--- src/tdp_pkg.sv ---
package tdp_pkg;

	// Width of the number under test; bits of the request above it are ignored.
	localparam int NUMBER_WIDTH = 32;
	// A divisor never needs to pass the square root of the largest number by much.
	localparam int DIV_WIDTH = (NUMBER_WIDTH + 1) / 2 + 1;
	// Room for the running square of the divisor one step past the number.
	localparam int SQ_WIDTH = NUMBER_WIDTH + 2;
	// Counts the bits of the number fed into the serial remainder unit.
	localparam int CNT_WIDTH = $clog2(NUMBER_WIDTH);

	localparam int FIRST_DIVISOR = 3;
	localparam int FIRST_SQUARE = FIRST_DIVISOR * FIRST_DIVISOR;
	localparam int DIVISOR_STEP = 2;
	localparam int ONLY_EVEN_PRIME = 2;

	typedef logic [NUMBER_WIDTH-1:0] num_t;
	typedef logic [DIV_WIDTH-1:0] div_t;
	typedef logic [SQ_WIDTH-1:0] sq_t;
	typedef logic [CNT_WIDTH-1:0] cnt_t;

	typedef struct packed {
		logic done;
		logic zero;
	} rem_status_t;

	typedef enum logic [1:0] {
		ST_IDLE,
		ST_CHECK,
		ST_DIVIDE,
		ST_FINISH
	} state_t;

endpackage

--- src/tdp_remainder.sv ---
// Restoring remainder, one bit of the dividend per cycle, most significant bit first.
module tdp_remainder import tdp_pkg::*; (
	input  logic        clk,
	input  logic        arst_n,
	input  logic        start,
	input  num_t        dividend,
	input  div_t        divisor,
	output rem_status_t status
);

	logic active_q;
	logic done_q;
	logic zero_q;
	num_t dividend_q;
	div_t divisor_q;
	div_t rem_q;
	cnt_t count_q;

	logic [DIV_WIDTH:0] trial;
	logic [DIV_WIDTH:0] diff;
	div_t next_rem;
	logic last_bit;

	assign trial    = {rem_q, dividend_q[NUMBER_WIDTH-1]};
	assign diff     = trial - {1'b0, divisor_q};
	assign next_rem = diff[DIV_WIDTH] ? trial[DIV_WIDTH-1:0] : diff[DIV_WIDTH-1:0];
	assign last_bit = (count_q == cnt_t'(NUMBER_WIDTH - 1));

	always_ff @(posedge clk or negedge arst_n) begin
		if (!arst_n) begin
			active_q <= 1'b0;
			done_q   <= 1'b0;
			count_q  <= '0;
		end else begin
			done_q <= 1'b0;
			if (start) begin
				active_q <= 1'b1;
				count_q  <= '0;
			end else if (active_q) begin
				count_q <= count_q + cnt_t'(1);
				if (last_bit) begin
					active_q <= 1'b0;
					done_q   <= 1'b1;
				end
			end
		end
	end

	always_ff @(posedge clk) begin
		if (start) begin
			dividend_q <= dividend;
			divisor_q  <= divisor;
			rem_q      <= '0;
		end else if (active_q) begin
			dividend_q <= {dividend_q[NUMBER_WIDTH-2:0], 1'b0};
			rem_q      <= next_rem;
			if (last_bit) begin
				zero_q <= (next_rem == '0);
			end
		end
	end

	assign status.done = done_q;
	assign status.zero = zero_q;

endmodule

--- config.mk ---
export PLATFORM = sky130hd
export DESIGN_NAME = tdp_remainder
export DESIGN_NICKNAME = d
export VERILOG_FILES = /design/src/tdp_pkg.sv /design/src/tdp_remainder.sv
export SDC_FILE = /design/constraint.sdc
export NUM_CORES = 1
export LEC_CHECK = 0
export ABC_AREA = 1
export BUFFER_PORTS_ARGS = -buffer_cell sky130_fd_sc_hd__buf_2
export CAP_MARGIN = 25
export CORE_UTILIZATION = 48
export DETAILED_ROUTE_END_ITERATION = 8
export PLACE_DENSITY = 0.67
export SKIP_CTS_REPAIR_TIMING = 1
export SYNTH_ARGS = -nofsm -noshare
export SYNTH_HDL_FRONTEND = slang
export SYNTH_SLANG_ARGS = --single-unit
--- constraint.sdc ---
create_clock -name clk -period 2.45 [get_ports clk]
set_input_delay 0.49 -clock clk [delete_from_list [all_inputs] [get_ports clk]]
set_output_delay 0.49 -clock clk [all_outputs]
set_load 0.05 [all_outputs]
Yosys cells after proc, flatten, opt, wreduce, memory -nomap -nowiden
Index checks and enable logic that the tools add are counted.
- word-level logic and storage cells: 25
- input port bits: 52
- bits in registers: 74
- equal/unequal tests: 1
- $add $sub $neg: 2
- reductions and logical operators: 3
- bitwise operators: 1
- muxes and demuxes: 11
- operators with widths (cell ; number):
    32-bit 2-to-1 mux ; 2
    18-bit by 17-bit subtractor with 18-bit output ; 1
    17-bit zero test ; 1
    17-bit 2-to-1 mux ; 1
    5-bit 2-to-1 mux ; 2
    1-bit 2-to-1 mux ; 6
    5-bit by 1-bit adder with 5-bit output (second input constant) ; 1
    5-bit == test (second input constant) ; 1
    3-bit AND reduction ; 1
    2-bit nonzero test ; 1
    1-bit NOT ; 1

Longest topological paths before layout
Gate-level depths: netlist of the first run.
- word-level depth: 4
- depth in mapped cells: 19
- mapped depth without buffers: 19

Least setup slack after synthesis of the first run
Ideal clock, no wire load.
- path kind: input to register
- start: input port start
- end: register dividend_q[0] (enable)
- data arrival time: 1.870 ns
- slack: 0.171 ns
- stages on the path: 3
- path through: clkinv_1 > nand2_1 > clkbuf_1
- cells in the longest elaborated chain, start to end: 1
- RTL lines (item ; RTL line ; text):
    from (decl) ; tdp_remainder.sv:5 ; input logic start,
    2-bit nonzero test (no source line) ; n/a ;
    to (signal assigned) ; tdp_remainder.sv:51 ; dividend_q <= dividend;
    to (signal assigned) ; tdp_remainder.sv:55 ; dividend_q <= {dividend_q[NUMBER_WIDTH-2:0], 1'b0};
    to (decl) ; tdp_remainder.sv:14 ; num_t dividend_q;
Every way passes these cells.
A chain may end at the register's enable or synchronous reset.

Worst setup path after layout of the first run
- start: register divisor_q[8]
- end: register zero_q, data pin
- cells in the longest elaborated chain, start to end: 3
- RTL lines (item ; RTL line ; text):
    from (decl) ; tdp_remainder.sv:15 ; div_t divisor_q;
    from (signal assigned) ; tdp_remainder.sv:52 ; divisor_q <= divisor;
    18-bit by 17-bit subtractor with 18-bit output ; tdp_remainder.sv:25 ; assign diff = trial - {1'b0, divisor_q};
    17-bit 2-to-1 mux ; tdp_remainder.sv:26 ; assign next_rem = diff[DIV_WIDTH] ? trial[DIV_WIDTH-1:0] : diff[DIV_WIDTH-1:0];
    17-bit zero test ; tdp_remainder.sv:58 ; zero_q <= (next_rem == '0);
    to (signal assigned) ; tdp_remainder.sv:58 ;
    to (decl) ; tdp_remainder.sv:13 ; logic zero_q;
Every way passes these cells.

==> results of run 1 <==
per-layer routing:
layer	global-route usage	share of wire
met5	0	0
met4	0.0669	0.013
met3	0.0486	0.055
met2	0.343	0.45
met1	0.311	0.48
worst min-delay path by stage:
stage / startpoint / end / cells past startpoint
after detailed placement: arst_n / count_q[2]$_DFFE_PN0P_ / 1
after CTS: arst_n / count_q[2]$_DFFE_PN0P_ / 1
final: divisor[3] / divisor_q[3]$_DFFE_PP_ / 1
after global routing: divisor[6] / divisor_q[6]$_DFFE_PP_ / 1
after global placement: arst_n / count_q[2]$_DFFE_PN0P_ / 1
after floorplan: arst_n / active_q$_DFF_PN0_ / 0
kinds of logic after synthesis:
kind of cell,synth area share
xor+xnor,0.0189
fa+ha+maj,0.0617
compound gates,0.0670
buf+inv,0.0700
simple gates,0.300
flops,0.482
synthesized netlist by cell type (all sizes together):
cell	n	share of area
a21oi	17	0.024
a31oi	1	0.0015
and2	2	0.0033
buf	6	0.0099
clkbuf	8	0.0072
clkinv	1	0.00090
dfrtp	7	0.042
dfxtp	17	0.081
edfxtp	50	0.36
fa	1	0.0048
ha	19	0.057
inv	58	0.052
nand2	203	0.20
nand3	34	0.045
nand3b	4	0.0072
nand4	2	0.0030
nor2	27	0.028
nor3	6	0.0072
nor4	1	0.0015
o21ai	21	0.025
o22ai	11	0.016
xnor2	7	0.015
xor2	2	0.0042
sequential cells by signal, summed over array words and instances, names as in the netlist:
name	count
rem_q	17
divisor_q	17
count_q	5
active_q	1
done_q	1
zero_q	1
dividend_q	32
area by class of cell:
cell class | count | area [sq um] | share of cell area
clock buffer | 13 | 139 | 0.0282
clock inverter | 3 | 65.1 | 0.0132
inverter | 59 | 221 | 0.0449
multi-input combinational | 358 | 1970 | 0.400
sequential | 74 | 2020 | 0.410
tap | 105 | 131 | 0.0267
timing repair buffer | 68 | 380 | 0.0772
where the power goes:
group	internal [mW]	switching [mW]	total, mW	leakage, nW
sequential	1.51	0.0989	1.61	0.758
clock	0.575	0.437	1.01	0.102
combinational	0.802	1.24	2.04	1.54
total	2.88	1.77	4.66	2.40
worst max-delay path, delay by kind of cell, from the launching register on:
kind / cells / cell delay [ps]
simple gates: 9 / 910
compound gates: 2 / 360
fa+ha+maj: 1 / 350
flops: 1 / 330
buf+inv: 2 / 110
==> results.md, run 1 <==
Global route:
- Across every metal layer, demand over resource in global routing totals 0.222.
- The total overflow reported by the global router is 0.
- The number of global-route vias before repair was 3336.
- Entering global routing, the biggest net connects 55 pins.
- The number of antenna violations at the first check in global routing is 0.
- The wire length of the first global-routing pass is 15300 um.

STA:
- Setup violations remaining at the end of the flow were counted as 0.
- The setup TNS is 0 ps.
- The highest attainable clock frequency is 0.440 GHz.
- The clock tree skew after final layout is 10.5 ps.
- At the pin with the least slew margin, the transition time is 585 ps.
- The final critical delay including setup and external delays is 2270 ps.
- Final hold analysis gives a worst-case slack of 317 ps.
- The final hold violation count is 0.
- The worst-case headroom to the max-slew limit is 0.610.
- Dividing the final minimum period by the clock period gives 0.928.
- Across all setup checks in the final design, the least slack found is 176 ps.
- The number of max-slew violations in the final report is 0.

Worst setup path:
- STA classifies the critical path endpoint as a register.
- The launch instance of the worst register-to-register path is divisor_q[8]$_DFFE_PP_.
- The critical path data arrival time is 2380 ps.
- The largest single stage delay on the critical path is 350 ps.
- Following the worst setup path forward leads to its endpoint at zero_q$_DFFE_PP_.
- The highest net fanout along the worst path is 18.
- The most critical setup path has its startpoint at divisor_q[8]$_DFFE_PP_.
- Setup slack on the worst reg-to-reg path comes out at 180 ps.
- The reg-to-reg endpoint is zero_q$_DFFE_PP_.
- The data required time of the worst path is 2560 ps.
- The worst reg2reg path depth is 14.
- The critical path launch point type is a register.
- The critical path goes through inv_1 -> ha_1 -> nand2_2 -> inv_1 -> a21oi_2 -> nand3_2 -> nand2_4 -> nand2_4 -> nand2_8 -> nand2_8 -> o21ai_1 -> nor2_2 -> nand3_1 -> nor2_1.
- The critical path is of the reg2reg type.
- For this design, the slowest cell found on the critical path is sky130_fd_sc_hd__ha_1.

Floorplan:
- The floorplan die area is 9090 sq um.
- The floorplan has 33 rows.
- During I/O placement, the number of pins put on the boundary was 54.
- The placeable core region is 8340 sq um.
- The die boundary width is 95.3 um.
- The die span in y is 95.3 um.
- The initial standard-cell utilization of the core is 0.501.

Logic synthesis:
- The synthesized instance count is 505.
- In this run the cell area of the synthesized design comes to 4180 sq um.
- The Yosys step of the flow raised 0 warnings.
- The sequential share of the synthesized area is 0.482.
- The net count of the mapped netlist is 577.
- The post-synthesis sequential element count is 74.
- The average instance in the mapped netlist occupies 8.28 sq um.
- The distinct cell type count after synthesis is 36.

Route:
- For this run, the detailed router's first-pass iteration total came to 5.
- The number of nets still failing antenna checks after routing is 0.
- The detailed-route DRC error count is 0.
- The detailed router placed 3447 vias in this run.
- The detailed router's first-iteration violation count is 228.
- For this block, the routed nets add up to 9140 um of wire.
- The average detailed-routed wire length per instance is 13.4 um.
- The number of vias per cell after detailed routing is 5.07.

Placement:
- Prior to clock tree synthesis, the placed netlist has a worst setup slack of -57.4 ps.
- At the end of routability-driven placement, the weighted congestion stood at 0.916.
- The number of buffer cells added on primary ports is 53.
- Detailed placement finished with a half-perimeter wire length of 6650 um.
- The area of placed instances is 4590 sq um.
- Once placement completed, the tool counted placed cells totaling 660.

Final layout:
- Of the cells placed in the final design, the portion with a size suffix greater than 1 is 0.216.
- For this run, the post-layout net count is 642.
- The final core utilization is 0.591.
- The area growth from synthesis to layout is 17.9%.
- The count of antenna diodes in the layout is 0.
- The count of placed standard cells in the final layout, fillers left out is 680.
- The layout has 768 filler cells.
- Leaving out fill and tap cells, the most frequent cells in the layout are 182 x sky130_fd_sc_hd__nand2_1, 58 x sky130_fd_sc_hd__inv_1, 53 x sky130_fd_sc_hd__buf_2.
- The finished layout cell area is 4930 sq um.
- Leaving out fill and tap cells, the most frequent cell in the layout is sky130_fd_sc_hd__nand2_1.

Clocking:
- The largest buffer count on any clock path is 2.
- At the later pin of the worst-skew pair, clock insertion delay measures 340 ps.
- The clock-pin slew of the registers on the worst-case setup and hold paths is 80 ps.
- CTS saw 74 sinks.
- TritonCTS created 9 clock buffers.
- The tree is rooted in a sky130_fd_sc_hd__clkbuf_8.
- TritonCTS built the clock tree.
- The deepest level of the CTS H-tree is 3.

Power and ir drop:
- The design draws 4.66 mW.
- The analysis attributes to cell leakage a power of 2.40 nW.
- Power spread over the standard cell area amounts to 945 nW/um^2.
- VDD sags by at most 447 uV.

Status:
- The run finished with clean final reports.

Flow run:
- The count of maximum capacitance violations is 0.

Min path:
- In this run the worst hold path is classified as in2reg.
No activity file was read; power rests on OpenSTA's default activity.
==> inputs of run 2 (changes only) <==
==> constraint.sdc (replaced) <==
create_clock -name clk -period 2.5 [get_ports clk]
set_input_delay 0.5 -clock clk [delete_from_list [all_inputs] [get_ports clk]]
set_output_delay 0.5 -clock clk [all_outputs]
set_load 0.05 [all_outputs]
==> results.md, run 2 (synthesis results as in run 1) <==
Min path:
- The type of the tightest min-delay check is in2reg (unchanged).

Floorplan:
- The placeable core region is 8340 sq um (unchanged).
- The initial standard-cell utilization of the core is 0.501 (unchanged).
- The die span in y is 95.3 um (unchanged).
- The number of core rows is 33 (unchanged).
- The number of top-level design ports came to 54 (unchanged).
- The floorplan die area was 9090 sq um (unchanged).
- The die boundary width is 95.3 um (unchanged).

Route:
- The detailed router's first-iteration violation count is 212 (was 228).
- The detailed-route DRC error count is 0 (unchanged).
- The number of vias per cell after detailed routing came to 5.05 (was 5.07).
- The number of nets still failing antenna checks after routing is 0 (unchanged).
- The iteration count of the initial detailed-routing pass was 4 (was 5).
- The final routed wirelength across all metal layers came to 8890 um (was 9140 um).
- The average detailed-routed wire length per instance is 13.2 um (was 13.4 um).
- The count of vias placed by the detailed router is 3402 (was 3447).

Placement:
- The worst slack after detailed placement is 46.7 ps (was -57.4 ps).
- The HPWL after detailed placement is 6450 um (was 6650 um).
- The placed instance count is 655 (was 660).
- The final estimated routing congestion in global placement is 0.878 (was 0.916).
- The number of buffer cells added on primary ports is 53 (unchanged).

Final layout:
- The register with the most flip-flops is dividend_q (unchanged).
- The area taken by multi-input logic gates was 1940 sq um (was 1970 sq um).
- The number of nets in the layout was 635 (was 642).
- The fraction of layout cells with a size suffix above 1 came to 0.192 (was 0.216).
- The storage element area came to 2020 sq um (about the same).
- The number of flip-flops under the largest register name came to 32 (unchanged).
- The growth of design area from synthesis to finish was 14.6% (was 17.9%).
- The count of antenna diodes in the layout is 0 (unchanged).
- The most common cell after layout, fill and taps aside is sky130_fd_sc_hd__nand2_1 (unchanged).
- Leading registers by flop count: dividend_q (32), divisor_q (17), rem_q (17) (unchanged).
- Most used cells in the layout excluding fill and tap cells: 184 x sky130_fd_sc_hd__nand2_1, 58 x sky130_fd_sc_hd__inv_1, 53 x sky130_fd_sc_hd__buf_2 (was 182 x sky130_fd_sc_hd__nand2_1, 58 x sky130_fd_sc_hd__inv_1, 53 x sky130_fd_sc_hd__buf_2).
- The count of placed standard cells in the final layout, fillers left out is 673 (was 680).
- The total of fill cells in the finished design is 781 (was 768).

Flow run:
- The count of maximum capacitance violations is 0 (unchanged).

Global route:
- The number of global-route vias before repair is 3271 (was 3336).
- The number of antenna violations at the first check in global routing came to 0 (unchanged).
- The total overflow reported by the global router is 0 (unchanged).
- The pin count of the biggest net entering global routing is 55 (unchanged).
- The wire length of the first global-routing pass is 15000 um (was 15300 um).
- The global routing usage summed across all routing layers is 0.216 (was 0.222).

STA:
- The number of max-slew violations in the final report is 0 (unchanged).
- The final critical delay including setup and external delays is 2340 ps (was 2270 ps).
- The final hold violation count is 0 (unchanged).
- The slew of the pin with the lowest slew margin is 584 ps (was 585 ps).
- The share of the clock period used by the worst path was 0.936 (was 0.928).
- The highest attainable clock frequency is 0.427 GHz (was 0.440 GHz).
- The worst-case headroom to the max-slew limit is 0.610 (about the same).
- The final setup violation count is 0 (unchanged).
- The clock tree skew after final layout is 7.32 ps (was 10.5 ps).
- The least setup slack across all paths after layout is 159 ps (was 176 ps).

Clocking:
- The clock-pin slew of the registers on the worst-case setup and hold paths is 80 ps (about the same).
- The clock latency at the later pin of the worst-skew pair is 330 ps (was 340 ps).
- The clock sink count is 74 (unchanged).
- The largest buffer count on any clock path is 2 (unchanged).
- The clock tree from TritonCTS is yes (unchanged).
- The deepest level of the CTS H-tree came to 3 (unchanged).
- The total clock buffers created by CTS is 9 (unchanged).
- The buffer type at the clock tree root is sky130_fd_sc_hd__clkbuf_8 (unchanged).

Power and ir drop:
- The static leakage is 2.35 nW (was 2.40 nW).
- The proportion of power drawn by flip-flops and latches is 0.368 (was 0.345).
- The power density relative to cell area came to 887 nW/um^2 (was 945 nW/um^2).
- The clock power share is 0.183 (was 0.217).
- The switching portion of total power was 0.402 (was 0.381).
- The part of the power in combinational logic is 0.449 (was 0.438).
- The reported net switching power is 1.71 mW (was 1.77 mW).
- The internal power component was 2.54 mW (was 2.88 mW).
- The largest vdd supply drop is 512 uV (was 447 uV).

Worst setup path:
- The critical path launch point type is a register (unchanged).
- The highest net fanout along the worst path was 9 (was 18).
- The worst-case register-to-register setup slack is 160 ps (was 180 ps).
- The critical path class was reg2reg (unchanged).
- The element type at the critical path end is a register (unchanged).
- The termination of the worst setup path is zero_q$_DFFE_PP_ (unchanged).
- The data required time of the worst path was 2690 ps (was 2560 ps).
- The reg-to-reg endpoint was zero_q$_DFFE_PP_ (unchanged).
- The worst reg2reg path depth is 15 (was 14).
- The critical path startpoint is divisor_q[8]$_DFFE_PP_ (unchanged).
- The launch instance of the worst register-to-register path is divisor_q[8]$_DFFE_PP_ (unchanged).
- The critical path data arrival time is 2530 ps (was 2380 ps).

Status:
- Outcome: complete, no violations (unchanged).
## run 2: changes by cell type in the layout (fill, tap and decap cells not counted), sizes merged
cell	change
buf	-8
bufinv	-2
clkbuf	-2
clkinv	+4
nand2	+1
## run 2: layer usage
metal / global-route usage / up-vias / wire (um)
li1: - / 1758 / -
met1: 0.296 / 1544 / 4250
met5: 0 / - / 0
met2: 0.336 / 92 / 4040
met3: 0.0550 / 8 / 515
met4: 0.0644 / 0 / 90
## run 2: worst min-delay path by stage
stage / slack, ps / cells after the start / startpoint / end
after floorplan: 200 / 0 / arst_n / active_q$_DFF_PN0_
after global placement: 340 / 1 / arst_n / count_q[2]$_DFFE_PN0P_
after detailed placement: 340 / 1 / arst_n / count_q[2]$_DFFE_PN0P_
after CTS: -30 / 1 / arst_n / count_q[2]$_DFFE_PN0P_
after global routing: 310 / 1 / divisor[16] / divisor_q[16]$_DFFE_PP_
final: 340 / 1 / divisor[6] / divisor_q[6]$_DFFE_PP_
## run 2: area by class of cell
class,instances,share of cell area
clock buffer,11,0.0274
clock inverter,5,0.00653
inverter,59,0.0462
multi-input combinational,359,0.405
sequential,74,0.421
tap,105,0.0274
timing repair buffer,60,0.0668
## run 2: worst max-delay path, cell delays in order (launching register included)
cell and delay, ps:
sky130_fd_sc_hd__edfxtp_1 370, sky130_fd_sc_hd__inv_1 70, sky130_fd_sc_hd__ha_2 300, sky130_fd_sc_hd__nand2_2 140, sky130_fd_sc_hd__inv_1 60, sky130_fd_sc_hd__a21oi_2 190
sky130_fd_sc_hd__nand3_4 120, sky130_fd_sc_hd__nand2_4 110, sky130_fd_sc_hd__nand2_4 80, sky130_fd_sc_hd__nand2_8 110, sky130_fd_sc_hd__nand2_4 120, sky130_fd_sc_hd__o21ai_2 160
sky130_fd_sc_hd__nand2_1 70, sky130_fd_sc_hd__nor2_1 120, sky130_fd_sc_hd__nand2_1 70, sky130_fd_sc_hd__nor2_1 110
## run 2: power groups by stage
stage	sequential, mW	combinational [mW]	clock, mW
finish	1.57	1.91	0.779
CTS	1.56	1.81	0.810
floorplan	1.56	1.43	0
global route	1.58	2.13	0.861
global placement	1.58	1.78	0
detailed placement	1.59	1.79	0
## run 2: metrics by stage
stage / hold slack (ps) / total power [mW] / TNS (ps) / utilization / instance area (sq um)
6_report: 337 / 4.25 / 0 / 0.575 / 4790
2_1_floorplan: 204 / 2.98 / 0 / - / 4180
5_1_grt: 314 / 4.57 / -17.0 / 0.575 / 4790
3_5_place_dp: 340 / 3.37 / 0 / 0.546 / 4550
4_1_cts: -29.0 / 4.18 / 0 / 0.565 / 4710
3_3_place_gp: 341 / 3.36 / 0 / 0.546 / 4550
